$ cat src/hw/rtl/fea_pkg.sv
// Package with the item types and status codes of the free extent allocator.
package fea_pkg;

    // Width of addresses and lengths held in the extent table.
    localparam int ADDR_BITS = 16;

    typedef enum logic [1:0] {
        OP_ALLOC = 2'd0,
        OP_FREE  = 2'd1,
        OP_LIST  = 2'd2,
        OP_NONE  = 2'd3
    } t_op;

    typedef enum logic [2:0] {
        ST_OK      = 3'd0,
        ST_NOFIT   = 3'd1,
        ST_FULL    = 3'd2,
        ST_OVERLAP = 3'd3,
        ST_EMPTY   = 3'd4
    } t_status;

    typedef struct packed {
        logic [1:0]  op;
        logic [15:0] range_start;
        logic [15:0] range_length;
    } t_req;

    typedef struct packed {
        logic [2:0]  status;
        logic [15:0] extent_start;
        logic [15:0] extent_length;
        logic        last;
    } t_rsp;

    // Write request from the sequencer to the extent table.
    typedef struct packed {
        logic        we;
        logic [31:0] data;
    } t_tbl_wr;

endpackage

$ cat src/hw/rtl/fea_table.sv
// Extent table memory: one packed start/length word per entry, registered read.
module fea_table #(
    parameter int IDX_BITS = 4,
    parameter int AW       = 16
) (
    input  logic                i_clk,
    input  logic [IDX_BITS-1:0] i_raddr,
    input  logic [IDX_BITS-1:0] i_waddr,
    input  fea_pkg::t_tbl_wr    i_wr,
    output logic [2*AW-1:0]     o_rdata
);
    localparam int DEPTH = 1 << IDX_BITS;

    logic [2*AW-1:0] r_mem [DEPTH];

    // Synchronous write and registered read.
    always_ff @(posedge i_clk) begin
        if (i_wr.we) begin
            r_mem[i_waddr] <= i_wr.data[2*AW-1:0];
        end
        o_rdata <= r_mem[i_raddr];
    end
endmodule

$ cat src/hw/rtl/free_extent_allocator.sv
// Top level of the free extent allocator: request sequencer around the extent table.
//
//  Channel | Signals                          | Direction
//  --------+----------------------------------+----------
//  request | i_req_valid o_req_ready i_req    | in
//  result  | o_rsp_valid i_rsp_ready o_rsp    | out
//  config  | i_cfg_we i_cfg_wdata             | in
//
// One request at a time. A request scans the table through the single read port,
// one entry a cycle, then decides, moves entries (read, then write) for an insert,
// split or removal, and writes back. A list request emits one item per entry, each
// waiting for i_rsp_ready. Reset and a pool_length write rewrite entry 0 and the
// count; the result register holds its item while the consumer stalls.
module free_extent_allocator #(
    parameter int MAX_EXTENTS = 16
) (
    input  logic                i_clk,
    input  logic                i_rst_n,
    input  logic                i_req_valid,
    output logic                o_req_ready,
    input  fea_pkg::t_req       i_req,
    output logic                o_rsp_valid,
    input  logic                i_rsp_ready,
    output fea_pkg::t_rsp       o_rsp,
    input  logic                i_cfg_we,
    input  logic [15:0]         i_cfg_wdata
);
    localparam int IB = (MAX_EXTENTS > 2) ? $clog2(MAX_EXTENTS) : 1;
    localparam int CB = $clog2(MAX_EXTENTS + 1);
    localparam int AW = fea_pkg::ADDR_BITS;
    localparam logic [CB-1:0] MAXC = CB'(MAX_EXTENTS);

    typedef enum logic [8:0] {
        S_IDLE  = 9'b000000001,
        S_SCAN  = 9'b000000010,
        S_DEC   = 9'b000000100,
        S_SHUP  = 9'b000001000,
        S_SHDN  = 9'b000010000,
        S_FIN   = 9'b000100000,
        S_LIST  = 9'b001000000,
        S_OUT   = 9'b010000000,
        S_INIT  = 9'b100000000
    } t_state;

    t_state r_state, n_state;
    logic [CB-1:0] r_cnt, n_cnt;
    logic [AW-1:0] r_pool, n_pool;
    logic [1:0] r_op, n_op;
    logic [AW:0] r_s, n_s, r_e, n_e;
    // Scan bookkeeping: issue index, compare index, pipeline valid.
    logic [CB-1:0] r_ri, n_ri, r_ci, n_ci;
    logic r_pv, n_pv;
    // Findings of the scan.
    logic r_found, n_found, r_ovl, n_ovl;
    logic [CB-1:0] r_hit, n_hit, r_pos, n_pos;
    logic r_posset, n_posset;
    logic [AW:0] r_ha, n_ha, r_hb, n_hb;   // containing extent start/end
    logic [AW:0] r_pa, n_pa, r_pe, n_pe;   // prev start/end for free
    logic [AW:0] r_na, n_na, r_nb, n_nb;   // next start/end for free
    // Final write and shift control.
    logic [CB-1:0] r_k, n_k, r_stop, n_stop;
    logic [CB-1:0] r_fidx, n_fidx;
    logic [2*AW-1:0] r_fdat, n_fdat;
    logic r_fwe, n_fwe;
    logic [CB-1:0] r_x, n_x;
    logic [2*AW-1:0] r_xdat, n_xdat;
    logic r_xwe, n_xwe;
    logic [CB-1:0] r_dcnt, n_dcnt;
    logic [2:0] r_st, n_st;
    logic r_ov, n_ov;
    fea_pkg::t_rsp r_rsp, n_rsp;

    logic [IB-1:0] raddr, waddr;
    fea_pkg::t_tbl_wr wr;
    logic [2*AW-1:0] rdata;
    logic [AW:0] ra, rb;

    fea_table #(.IDX_BITS(IB), .AW(AW)) u_table (
        .i_clk  (i_clk),
        .i_raddr(raddr),
        .i_waddr(waddr),
        .i_wr   (wr),
        .o_rdata(rdata)
    );

    assign ra = {1'b0, rdata[2*AW-1:AW]};
    assign rb = ra + {1'b0, rdata[AW-1:0]};
    assign o_req_ready = (r_state == S_IDLE) && !r_ov;
    assign o_rsp_valid = r_ov;
    assign o_rsp = r_rsp;

    // Sequencer: scan, decide, shift, write back, answer; also list and table init.
    always_comb begin
        logic [AW-1:0] ms, ml;
        logic [AW:0] e;
        n_state = r_state; n_cnt = r_cnt; n_pool = r_pool; n_op = r_op;
        n_s = r_s; n_e = r_e; n_ri = r_ri; n_ci = r_ci; n_pv = 1'b0;
        n_found = r_found; n_ovl = r_ovl; n_hit = r_hit; n_pos = r_pos;
        n_posset = r_posset; n_ha = r_ha; n_hb = r_hb; n_pa = r_pa; n_pe = r_pe;
        n_na = r_na; n_nb = r_nb; n_k = r_k; n_stop = r_stop; n_fidx = r_fidx;
        n_fdat = r_fdat; n_fwe = r_fwe; n_x = r_x; n_xdat = r_xdat; n_xwe = r_xwe;
        n_dcnt = r_dcnt; n_st = r_st; n_ov = r_ov; n_rsp = r_rsp;
        raddr = r_ri[IB-1:0];
        waddr = r_x[IB-1:0];
        wr.we = 1'b0;
        wr.data = 32'(r_xdat);
        ms = i_req.range_start[AW-1:0];
        ml = i_req.range_length[AW-1:0];
        e = {1'b0, ms} + {1'b0, ml};

        if (r_ov && i_rsp_ready) n_ov = 1'b0;

        unique case (r_state)
            S_IDLE: begin
                if (i_req_valid && !r_ov) begin
                    n_op = i_req.op; n_s = {1'b0, ms}; n_e = e;
                    n_ri = '0; n_ci = '0; n_found = 1'b0; n_ovl = 1'b0;
                    n_posset = 1'b0; n_pos = r_cnt; n_hit = '0;
                    n_pa = '0; n_pe = '0; n_na = '0; n_nb = '0;
                    n_ha = '0; n_hb = '0;
                    if (i_req.op == fea_pkg::OP_LIST) begin
                        if (r_cnt == '0) begin
                            n_rsp = '{status: fea_pkg::ST_EMPTY, extent_start: '0,
                                      extent_length: '0, last: 1'b1};
                            n_ov = 1'b1;
                        end else begin
                            n_state = S_LIST;
                        end
                    end else if ((i_req.op == fea_pkg::OP_ALLOC ||
                                  i_req.op == fea_pkg::OP_FREE) && ml != '0) begin
                        n_state = S_SCAN;
                    end else begin
                        n_rsp = '{status: fea_pkg::ST_OK, extent_start: '0,
                                  extent_length: '0, last: 1'b1};
                        n_ov = 1'b1;
                    end
                end
            end
            S_SCAN: begin
                // Issue one read a cycle; evaluate the entry that returns.
                if (r_ri < r_cnt) begin
                    n_ri = r_ri + 1'b1;
                    n_pv = 1'b1;
                end
                if (r_pv) begin
                    n_ci = r_ci + 1'b1;
                    if (r_op == fea_pkg::OP_ALLOC) begin
                        if (!r_found && r_s >= ra && r_e <= rb) begin
                            n_found = 1'b1; n_hit = r_ci; n_ha = ra; n_hb = rb;
                        end
                    end else begin
                        if (r_s < rb && ra < r_e) n_ovl = 1'b1;
                        if (!r_posset) begin
                            if (ra < r_s) begin
                                n_pa = ra; n_pe = rb;
                            end else begin
                                n_posset = 1'b1; n_pos = r_ci; n_na = ra; n_nb = rb;
                            end
                        end
                    end
                end
                if (!r_pv && r_ri >= r_cnt) n_state = S_DEC;
            end
            S_DEC: begin
                n_st = fea_pkg::ST_OK; n_fwe = 1'b0; n_xwe = 1'b0;
                n_state = S_FIN; n_dcnt = r_cnt;
                if (r_op == fea_pkg::OP_ALLOC) begin
                    if (!r_found) n_st = fea_pkg::ST_NOFIT;
                    else if (r_s == r_ha && r_e == r_hb) begin
                        // Remove entry: shift following entries down.
                        n_dcnt = r_cnt - 1'b1; n_k = r_hit; n_state = S_SHDN;
                    end else if (r_s == r_ha) begin
                        n_fwe = 1'b1; n_fidx = r_hit;
                        n_fdat = {r_e[AW-1:0], AW'(r_hb - r_e)};
                    end else if (r_e == r_hb) begin
                        n_fwe = 1'b1; n_fidx = r_hit;
                        n_fdat = {r_ha[AW-1:0], AW'(r_s - r_ha)};
                    end else if (r_cnt >= MAXC) begin
                        n_st = fea_pkg::ST_FULL;
                    end else begin
                        // Split: trim head first, tail goes into an opened slot.
                        n_xwe = 1'b1; n_x = r_hit;
                        n_xdat = {r_ha[AW-1:0], AW'(r_s - r_ha)};
                        n_fwe = 1'b1; n_fidx = r_hit + 1'b1;
                        n_fdat = {r_e[AW-1:0], AW'(r_hb - r_e)};
                        n_dcnt = r_cnt + 1'b1; n_k = r_cnt;
                        n_stop = r_hit + 1'b1; n_state = S_SHUP;
                    end
                end else begin
                    logic jp, jn;
                    jp = (r_pos != '0) && (r_pe == r_s);
                    jn = (r_pos < r_cnt) && (r_na == r_e);
                    if (r_e > {1'b0, r_pool} || r_ovl) n_st = fea_pkg::ST_OVERLAP;
                    else if (jp && jn) begin
                        n_xwe = 1'b1; n_x = r_pos - 1'b1;
                        n_xdat = {r_pa[AW-1:0], AW'(r_nb - r_pa)};
                        n_dcnt = r_cnt - 1'b1; n_k = r_pos; n_state = S_SHDN;
                    end else if (jp) begin
                        n_fwe = 1'b1; n_fidx = r_pos - 1'b1;
                        n_fdat = {r_pa[AW-1:0], AW'(r_e - r_pa)};
                    end else if (jn) begin
                        n_fwe = 1'b1; n_fidx = r_pos;
                        n_fdat = {r_s[AW-1:0], AW'(r_nb - r_s)};
                    end else if (r_cnt >= MAXC) begin
                        n_st = fea_pkg::ST_FULL;
                    end else begin
                        n_fwe = 1'b1; n_fidx = r_pos;
                        n_fdat = {r_s[AW-1:0], AW'(r_e - r_s)};
                        n_dcnt = r_cnt + 1'b1; n_k = r_cnt;
                        n_stop = r_pos; n_state = S_SHUP;
                    end
                end
            end
            S_SHUP: begin
                // Write the pending entry, then read entry k-1 for k.
                if (r_xwe) begin
                    wr.we = 1'b1; n_xwe = 1'b0;
                end else if (r_pv) begin
                    wr.we = 1'b1; waddr = r_k[IB-1:0]; wr.data = 32'(rdata);
                    n_k = r_k - 1'b1;
                end
                if (!r_pv && !r_xwe || r_pv) begin
                    if (n_k > r_stop && !r_pv) begin
                        raddr = IB'(n_k - 1'b1); n_pv = 1'b1;
                    end else if (n_k <= r_stop) begin
                        n_state = S_FIN;
                    end
                end
                if (r_xwe) begin
                    n_pv = 1'b0;
                end
            end
            S_SHDN: begin
                // Copy entry k+1 into k until the old end.
                if (r_xwe) begin
                    wr.we = 1'b1; n_xwe = 1'b0;
                end else if (r_pv) begin
                    wr.we = 1'b1; waddr = r_k[IB-1:0]; wr.data = 32'(rdata);
                    n_k = r_k + 1'b1;
                end
                if (!r_xwe) begin
                    if (!r_pv && (r_k + 1'b1) < r_cnt) begin
                        raddr = IB'(r_k + 1'b1); n_pv = 1'b1;
                    end else if (!r_pv) begin
                        n_state = S_FIN;
                    end
                end
            end
            S_FIN: begin
                if (r_fwe) begin
                    wr.we = 1'b1; waddr = r_fidx[IB-1:0]; wr.data = 32'(r_fdat);
                    n_fwe = 1'b0;
                end
                if (!r_ov) begin
                    n_cnt = (r_st == fea_pkg::ST_OK) ? r_dcnt : r_cnt;
                    n_rsp = '{status: r_st, extent_start: '0,
                              extent_length: '0, last: 1'b1};
                    n_ov = 1'b1; n_state = S_IDLE;
                end
            end
            S_LIST: begin
                // Read entry ri; it appears on the next cycle.
                if (!r_ov || i_rsp_ready) begin
                    raddr = r_ri[IB-1:0]; n_state = S_OUT;
                end
            end
            S_OUT: begin
                n_rsp.status = fea_pkg::ST_OK;
                n_rsp.extent_start = 16'(rdata[2*AW-1:AW]);
                n_rsp.extent_length = 16'(rdata[AW-1:0]);
                n_rsp.last = (r_ri + 1'b1 == r_cnt);
                n_ov = 1'b1;
                n_ri = r_ri + 1'b1;
                n_state = (r_ri + 1'b1 == r_cnt) ? S_IDLE : S_LIST;
            end
            S_INIT: begin
                wr.we = 1'b1; waddr = '0;
                wr.data = 32'({{AW{1'b0}}, r_pool});
                n_state = S_IDLE;
            end
            default: n_state = S_IDLE;
        endcase

        // A pool write rebuilds the table as one extent, or as an empty table for a zero pool.
        if (i_cfg_we) begin
            n_pool = i_cfg_wdata[AW-1:0];
            n_cnt = (i_cfg_wdata[AW-1:0] != '0) ? CB'(1) : '0;
            n_state = S_INIT;
        end
    end

    always_ff @(posedge i_clk) begin
        if (!i_rst_n) begin
            r_state <= S_INIT;
            r_cnt <= CB'(1);
            r_pool <= AW'(16'hFFFF);
            r_ov <= 1'b0;
            r_pv <= 1'b0;
            r_fwe <= 1'b0;
            r_xwe <= 1'b0;
        end else begin
            r_state <= n_state;
            r_cnt <= n_cnt;
            r_pool <= n_pool;
            r_ov <= n_ov;
            r_pv <= n_pv;
            r_fwe <= n_fwe;
            r_xwe <= n_xwe;
        end
    end

    always_ff @(posedge i_clk) begin
        r_op <= n_op; r_s <= n_s; r_e <= n_e; r_ri <= n_ri; r_ci <= n_ci;
        r_found <= n_found; r_ovl <= n_ovl; r_hit <= n_hit; r_pos <= n_pos;
        r_posset <= n_posset; r_ha <= n_ha; r_hb <= n_hb; r_pa <= n_pa;
        r_pe <= n_pe; r_na <= n_na; r_nb <= n_nb; r_k <= n_k; r_stop <= n_stop;
        r_fidx <= n_fidx; r_fdat <= n_fdat; r_x <= n_x; r_xdat <= n_xdat;
        r_dcnt <= n_dcnt; r_st <= n_st; r_rsp <= n_rsp;
    end
endmodule

$ cat config.mk
export PLATFORM = sky130hd
export DESIGN_NAME = free_extent_allocator
export DESIGN_NICKNAME = d
export VERILOG_FILES = /design/src/hw/rtl/fea_pkg.sv /design/src/hw/rtl/fea_table.sv /design/src/hw/rtl/free_extent_allocator.sv
export SDC_FILE = /design/constraint.sdc
export NUM_CORES = 2
export LEC_CHECK = 0
export ABC_AREA = 0
export ABC_CLOCK_PERIOD_IN_PS = 9050
export BUFFER_PORTS_ARGS = -buffer_cell sky130_fd_sc_hd__buf_4
export CORE_MARGIN = 4
export CORE_UTILIZATION = 43
export CTS_BUF_LIST = sky130_fd_sc_hd__clkbuf_4 sky130_fd_sc_hd__clkbuf_8
export CTS_CLUSTER_DIAMETER = 100
export CTS_CLUSTER_SIZE = 10
export DETAILED_ROUTE_END_ITERATION = 8
export PLACE_DENSITY = 0.69
export SYNTH_ARGS = -nofsm -noshare
export SYNTH_HDL_FRONTEND = slang
export SYNTH_SLANG_ARGS = --single-unit
$ cat constraint.sdc
create_clock -name i_clk -period 9.05 [get_ports i_clk]
set_input_delay 0.4525 -clock i_clk [delete_from_list [all_inputs] [get_ports i_clk]]
set_output_delay 0.4525 -clock i_clk [all_outputs]
set_load 0.005 [all_outputs]
Yosys cells after proc, flatten, opt, wreduce, memory -nomap -nowiden --
Memory sizes are Yosys's and may differ from the RTL's. A register that Yosys moved wholly into a read port is not among the register bits. Cells that the tools add are included. W data, S select, Z words.
Cells by class: reduce and logical (&&, ||, !) cells 56, divide/modulo/power cells 0, bitwise logic cells 2, $mul 0, $add $sub $neg 17, eq/ne operators 58, multiplexer cells 226, $lt $le $gt $ge 13, shifts and indexed selects 0
Operators with widths (number):
- $mux W32 | 20
- $mux W17 | 15
- $mux W5 | 51
- $mux W36 | 5
- $pmux W17 S2 | 4
- $mux W16 | 8
- $mux W9 | 14
- $pmux W36 S3 | 1
- $pmux W33 S3 | 1
- $mux W4 | 24
- $sub A16 B16 Y16 | 6
- $pmux W9 S8 | 1
- $mux W33 | 2
- $pmux W16 S2 | 2
- $ne A2 B2 Y1 const B | 29
- $mux W6 | 9
- $mux W1 | 44
- $add A16 B16 Y17 | 2
- $eq A17 B17 Y1 | 2
- $lt A16 B17 Y1 | 2
- $reduce_bool A16 Y1 | 2
- $pmux W5 S2 | 3
- $pmux W5 S3 | 2
- $add A5 B1 Y5 const B | 5
- other kinds (59) | 118
Word-level totals: memories kept 1, bits in read-only memories 0, memory bits (writable) 512, latch bits 0, output and inout port bits 38, input bits 55, word-level logic and storage cells 408, register bits 318
Memories:
- u_table.r_mem | depth 16, bits a word 32, read ports 1, clocked after Yosys merged registers in 1, wr ports 1, RTL line fea_table.sv:14 | logic [2*AW-1:0] r_mem [DEPTH];

Depth between registers and ports, before layout --
depth in word-level cells 10, gate-level depth with buffers 24, depth with buffers taken out 21

Cells and area by module --
A second synthesis with hierarchy kept.
Unflattened totals: cells, all modules 3066, area total of the unflattened synthesis 41526.1 um^2
By module, submodules not included:
- free_extent_allocator | cells each 2228, times used 1, area each 21690.8 um^2, sequential area each 9118.7 um^2
- fea_table | cells each 838, times used 1, area each 19835.3 um^2, sequential area each 16015.4 um^2

Worst setup path after synthesis --
Ideal clock, no wire load.
path kind register to register, start point register u_table.o_rdata[0] (read register of u_table.r_mem), end point register r_found, enable pin, data required time 8.602 ns, setup slack 2.748 ns, path buffers 0, arrival time 5.854 ns, clock period less this slack 6.302 ns, cell stages (with the launch flop) 21, library setup time 0.448 ns, path through dfxtp_1 -> ha_1 -> fa_1 -> a21o_1 -> a221oi_1 -> o21ai_0 -> and2_1 -> o21a_1 -> o21a_1 -> nand3_1 -> nand3b_1 -> xnor2_1 -> ha_1 -> and4_1 -> nand4_1 -> nor3_1 -> a21oi_1 -> maj3_1 -> o21ai_0 -> o21ai_1 -> a21oi_1
On the way: longest elaborated chain between the ends 5
RTL lines:
- from (decl) | RTL line fea_table.sv:10 | output logic [2*AW-1:0] o_rdata
- $add A16 B16 Y17 | RTL line free_extent_allocator.sv:87 | assign rb = ra + {1'b0, rdata[AW-1:0]};
- $le A17 B17 Y1 | RTL line free_extent_allocator.sv:148 | if (!r_found && r_s >= ra && r_e <= rb) begin
- $logic_and A1 B1 Y1 | RTL line free_extent_allocator.sv:148
- $ne A2 B2 Y1 (no line)
- $reduce_and A5 Y1 (no line)
- to (signal assigned) | RTL line free_extent_allocator.sv:314 | r_found <= n_found; r_ovl <= n_ovl; r_hit <= n_hit; r_pos <= n_pos;
- to (decl) | RTL line free_extent_allocator.sv:54 | logic r_found, n_found, r_ovl, n_ovl;
Every way passes these cells. A chain may end at the register's enable or synchronous reset.

Worst setup path after layout --
start point register u_table.o_rdata[16] (read register of u_table.r_mem), end point register r_hb[4], enable pin
On the way: longest elaborated chain between the ends 5, elaborated cells on any way between the ends 7, those cells by class add/sub: 1; order compare: 2; eq/ne: 1; reduce/logical: 3
RTL lines:
- $add A16 B16 Y17 or $ge A16 B16 Y1 (tied branches) | RTL line free_extent_allocator.sv:87, free_extent_allocator.sv:148
- $le A17 B17 Y1 or $logic_and A1 B1 Y1 (tied branches) | RTL line free_extent_allocator.sv:148
- $logic_and A1 B1 Y1 * | RTL line free_extent_allocator.sv:148
- $ne A2 B2 Y1 (no line) *
- $reduce_and A5 Y1 (no line) *
- to (signal assigned) | RTL line free_extent_allocator.sv:315 | r_posset <= n_posset; r_ha <= n_ha; r_hb <= n_hb; r_pa <= n_pa;
- to (decl) | RTL line free_extent_allocator.sv:57 | logic [AW:0] r_ha, n_ha, r_hb, n_hb;
Every way passes the cells marked *; elsewhere a longest branch is shown, timed or not.

==> summary.txt <==
Run status
  • Status: finished, final reports clean

Worst setup path
  • Worst endpoint required time: 9.45 ns
  • Internal reg-to-reg setup slack: 2.91 ns
  • Kind of launch point of the worst setup path: flip-flop
  • Largest delay contributor family on the critical path: compound AO/OA/AOI/OAI gates
  • Slowest CP cell: sky130_fd_sc_hd__a21oi_4
  • Worst Setup End Kind: flip-flop
  • R2R Path Start: u_table.o_rdata[16]
  • Critical path cell sequence: ha_1 > fa_1 > a21o_1 > a221oi_1 > o21ai_0 > and2_1 > o21a_1 > o21a_1 > nand3_1 > nand3b_1 > xnor2_1 > ha_1 > and4_1 > nand4_1 > nor3_1 > a21oi_1 > maj3_1 > o21ai_0 > o21ai_1 > a21oi_4 > buf_4
  • Highest fanout seen on the critical path: 24
  • Crit path buf inv count: 1
  • Worst r2r path cells: 21
  • FF-to-FF End: r_hb[4]
  • Crit Path Category: flip-flop to flip-flop
  • Delay of the slowest critical-path stage: 0.59 ns
  • Worst endpoint data arrival time: 6.54 ns

Routing
  • Routed wire length per instance: 26.1 um
  • Post-DR vias/cell: 5.99
  • DR pass1 iterations: 6
  • Count of nets left with antenna violations after detail routing: 0
  • Vias after detailed routing: 29,600
  • DRC violation count after routing: 0
  • Post-detailed-routing wire length: 129 mm
  • First DRT Iteration DRCs: 3,738

GRT
  • Number of antenna violations at the first check in global routing: 8
  • Pin count of the biggest net entering global routing: 160
  • Vias in the first global route: 27,700
  • GR Util All Layers: 24.3%
  • Wire length of the first global-routing pass: 186 mm
  • Sum of overflow across all layers after global routing: 0

Finish
  • Nets: 3,859
  • Most frequent standard cell in the layout excluding fill and tap cells: sky130_fd_sc_hd__edfxtp_1
  • Layout Cell Area excl Fill: 46,700 um2
  • Leading cell types in the layout, fill and taps excluded: sky130_fd_sc_hd__edfxtp_1, sky130_fd_sc_hd__nand2_1, sky130_fd_sc_hd__ha_1
  • Synthesis-to-finish area growth: 10.9%
  • Fraction of final layout cells with drive strength greater than 1: 11.3%
  • Filler cells: 8,430

Die
  • Starting density of the core: 43.5%
  • Count of standard-cell rows: 114
  • Area enclosed by the die boundary: 103,000 um2
  • I/O Pins: 93
  • Chip Height: 321 um
  • Core Region: 96,900 um2
  • Horizontal extent of the die: 321 um

Synthesis
  • Net count of the mapped netlist: 3,725
  • EDFF count, synth: 793
  • #FFs+latches synth: 859
  • Cells after synthesis: 3,452
  • Area of the mapped netlist: 42,100 um2
  • Mean instance size in the synthesized netlist: 12.2 um2
  • Yosys cell types: 87
  • Predominant post-synthesis flop cell: sky130_fd_sc_hd__edfxtp_1
  • Sequential element share of the synthesized area: 59.7%
  • Async S/R FF share, synth: 0%
  • Synthesis Warnings: 0

Placement
  • Post-detailed-placement cell area: 44,500 um2
  • Quantity of I/O buffers inserted on ports: 92
  • Final Wtd Congestion: 0.995
  • Minimum setup slack after placement: 3.01 ns
  • Post-detail-place hpwl: 83.9 mm

Timing
  • Slew at the pin closest to its max-slew limit: 1.23 ns
  • Fraction of the cycle the final worst path needs: 67.9%
  • Post-layout min period: 6.14 ns
  • Maximum operating frequency: 163 MHz
  • Final slew viol count: 0
  • Number of endpoints with negative hold slack in the final report: 0
  • Setup-violating endpoint count in the final report: 0
  • Final Skew: 0.0576 ns
  • Unrepaired setup endpoints after global routing: false
  • Setup slack after layout: 2.91 ns
  • Worst-case headroom to the max-slew limit: 18.2%
  • Aggregate negative setup slack: 0 ns

Power and ir drop
  • Gate power share: 6.2%
  • Peak supply drop: 0.000101 V
  • Share of power burned in registers: 58.5%
  • Clock Power Share: 35.3%
  • Internal cell power: 5820 uW
  • Power density over cell area: 162 nW/um2
  • Lkg Pwr: 0.0170 uW
  • Switching pwr: 1730 uW
  • Switching part of the total power: 23.0%

CTS
  • CTS tree: done
  • Total number of clock tree sinks: 859
  • CTS root buf: sky130_fd_sc_hd__clkbuf_8
  • Post-CTS Setup Bufs: 0
  • Number of buffers added by the clock tree synthesis step: 95
  • Later-pin clock latency in the skew report: 0.78 ns
  • Worst-case clock buffer depth: 3
  • CTS H-tree depth: 3
  • Post-cts gate resize count: 0
  • Clock transition at the registers of the reported paths: 0.08 ns

Worst hold path
  • Type of the worst min-delay path: primary input to flip-flop
  • Hold path start: i_req[0]
  • Hold Path Depth: 2
  • WHS Endpoint: r_e[0]

Run
  • Max-capacitance violation count: 0
## power groups by stage
stage	clock network [uW]	logic, uW	registers [uW]
floorplan	0	271	4490
global placement	0	439	4510
detailed placement	0	446	4510
CTS	2700	459	4420
global route	2860	505	4420
finish	2670	465	4420
## registers in the layout (all words and copies together) (netlist names), 9 cells and up
name and count:
u_table.r_mem 512, o_rsp 36, r_fdat 32, r_xdat 32, u_table.o_rdata 32, r_e 17
r_hb 17, r_pe 17, r_ha 16, r_na 16, r_nb 16, r_pa 16
r_pool 16, r_s 16, r_state 9
## layer usage
| metal | global-route usage, % | wire (um) |
|---|---|---|
| met1 | 34.2 | 53900 |
| met2 | 38.3 | 58000 |
| met3 | 4.57 | 11800 |
| met4 | 8.18 | 4860 |
| met5 | 0 | 67 |
## cell usage after synthesis (all sizes together), types with 18 or more instances
cell type	number	area share, %
edfxtp	793	57
nand2	470	4.2
ha	211	6.3
nor2	205	1.9
mux2i	173	4.1
a21oi	166	2.0
inv	141	1.3
o21ai	140	1.7
a32oi	130	2.7
xnor2	88	1.8
clkbuf	83	0.76
and2	79	1.2
buf	69	0.87
xor2	68	1.4
dfxtp	66	3.1
nand3	50	0.62
nor3	50	0.65
a21o	45	0.80
a211oi	37	0.66
and4	36	0.75
nor2b	31	0.46
o211ai	25	0.45
nand2b	23	0.34
nand4	23	0.36
nor4	22	0.41
a22oi	20	0.36
o21a	20	0.36
a221o	19	0.45
or3	18	0.27
## worst max path at each step
stage | startpoint | to | cells past startpoint
3_3_place_gp | u_table.o_rdata[0] | r_hb[14] | 21
4_1_cts | u_table.o_rdata[16] | r_hit[0] | 21
6_report | u_table.o_rdata[16] | r_hb[4] | 21
5_1_grt | u_table.o_rdata[16] | r_hb[4] | 21
2_1_floorplan | u_table.o_rdata[0] | r_found | 20
3_5_place_dp | u_table.o_rdata[0] | r_hb[13] | 21
## final cells by class
| type | instances | area [um2] | share of cell area (%) |
|---|---|---|---|
| Tap cell | 1276 | 1600 | 3.42 |
| Inverter | 142 | 533 | 1.14 |
| Sequential cell | 859 | 25100 | 53.8 |
| Multi-Input combinational cell | 2299 | 16000 | 34.3 |
| Clock inverter | 5 | 55.1 | 0.118 |
| Antenna cell | 3 | 7.51 | 0.0161 |
| Timing Repair Buffer | 189 | 1510 | 3.23 |
| Clock buffer | 164 | 1830 | 3.91 |
## what timing repair did
action	CTS	global route
endpoints found under the hold margin	29	0
hold buffers	30	0
setup endpoints to repair	0	0
## logic make-up after synthesis
logic type | count (synthesis) | synth area share (%)
DFF | 859 | 59.7
adders and majority gates | 220 | 6.65
xor gates and xnor gates | 156 | 3.25
muxes | 189 | 4.54
AOI/OAI and AO/OA | 695 | 11.3
and+or+nand+nor | 1039 | 11.7
buffers and inverters | 294 | 2.89
## worst register-to-register path, stage by stage, from the launching register on
cell and delay, ns:
sky130_fd_sc_hd__dfxtp_1 0.34, sky130_fd_sc_hd__ha_1 0.22, sky130_fd_sc_hd__fa_1 0.41, sky130_fd_sc_hd__a21o_1 0.22
sky130_fd_sc_hd__a221oi_1 0.50, sky130_fd_sc_hd__o21ai_0 0.34, sky130_fd_sc_hd__and2_1 0.27, sky130_fd_sc_hd__o21a_1 0.17
sky130_fd_sc_hd__o21a_1 0.21, sky130_fd_sc_hd__nand3_1 0.12, sky130_fd_sc_hd__nand3b_1 0.10, sky130_fd_sc_hd__xnor2_1 0.32
sky130_fd_sc_hd__ha_1 0.21, sky130_fd_sc_hd__and4_1 0.24, sky130_fd_sc_hd__nand4_1 0.11, sky130_fd_sc_hd__nor3_1 0.26
sky130_fd_sc_hd__a21oi_1 0.07, sky130_fd_sc_hd__maj3_1 0.37, sky130_fd_sc_hd__o21ai_0 0.15, sky130_fd_sc_hd__o21ai_1 0.13
sky130_fd_sc_hd__a21oi_4 0.59, sky130_fd_sc_hd__buf_4 0.47
## per-stage QoR
| stage | utilization [%] | total power (uW) | hold slack, ns | instances |
|---|---|---|---|---|
| floorplan | - | 4760 | 0.456 | 3452 |
| global placement | 45.9 | 4940 | 0.464 | 4735 |
| detailed placement | 45.9 | 4950 | 0.469 | 4735 |
| CTS | 48.2 | 7580 | 0.000909 | 4934 |
| global route | 48.2 | 7790 | 0.0278 | 4936 |
| finish | 48.2 | 7550 | 0.0496 | 4937 |
(Power assumes the default switching activity.)
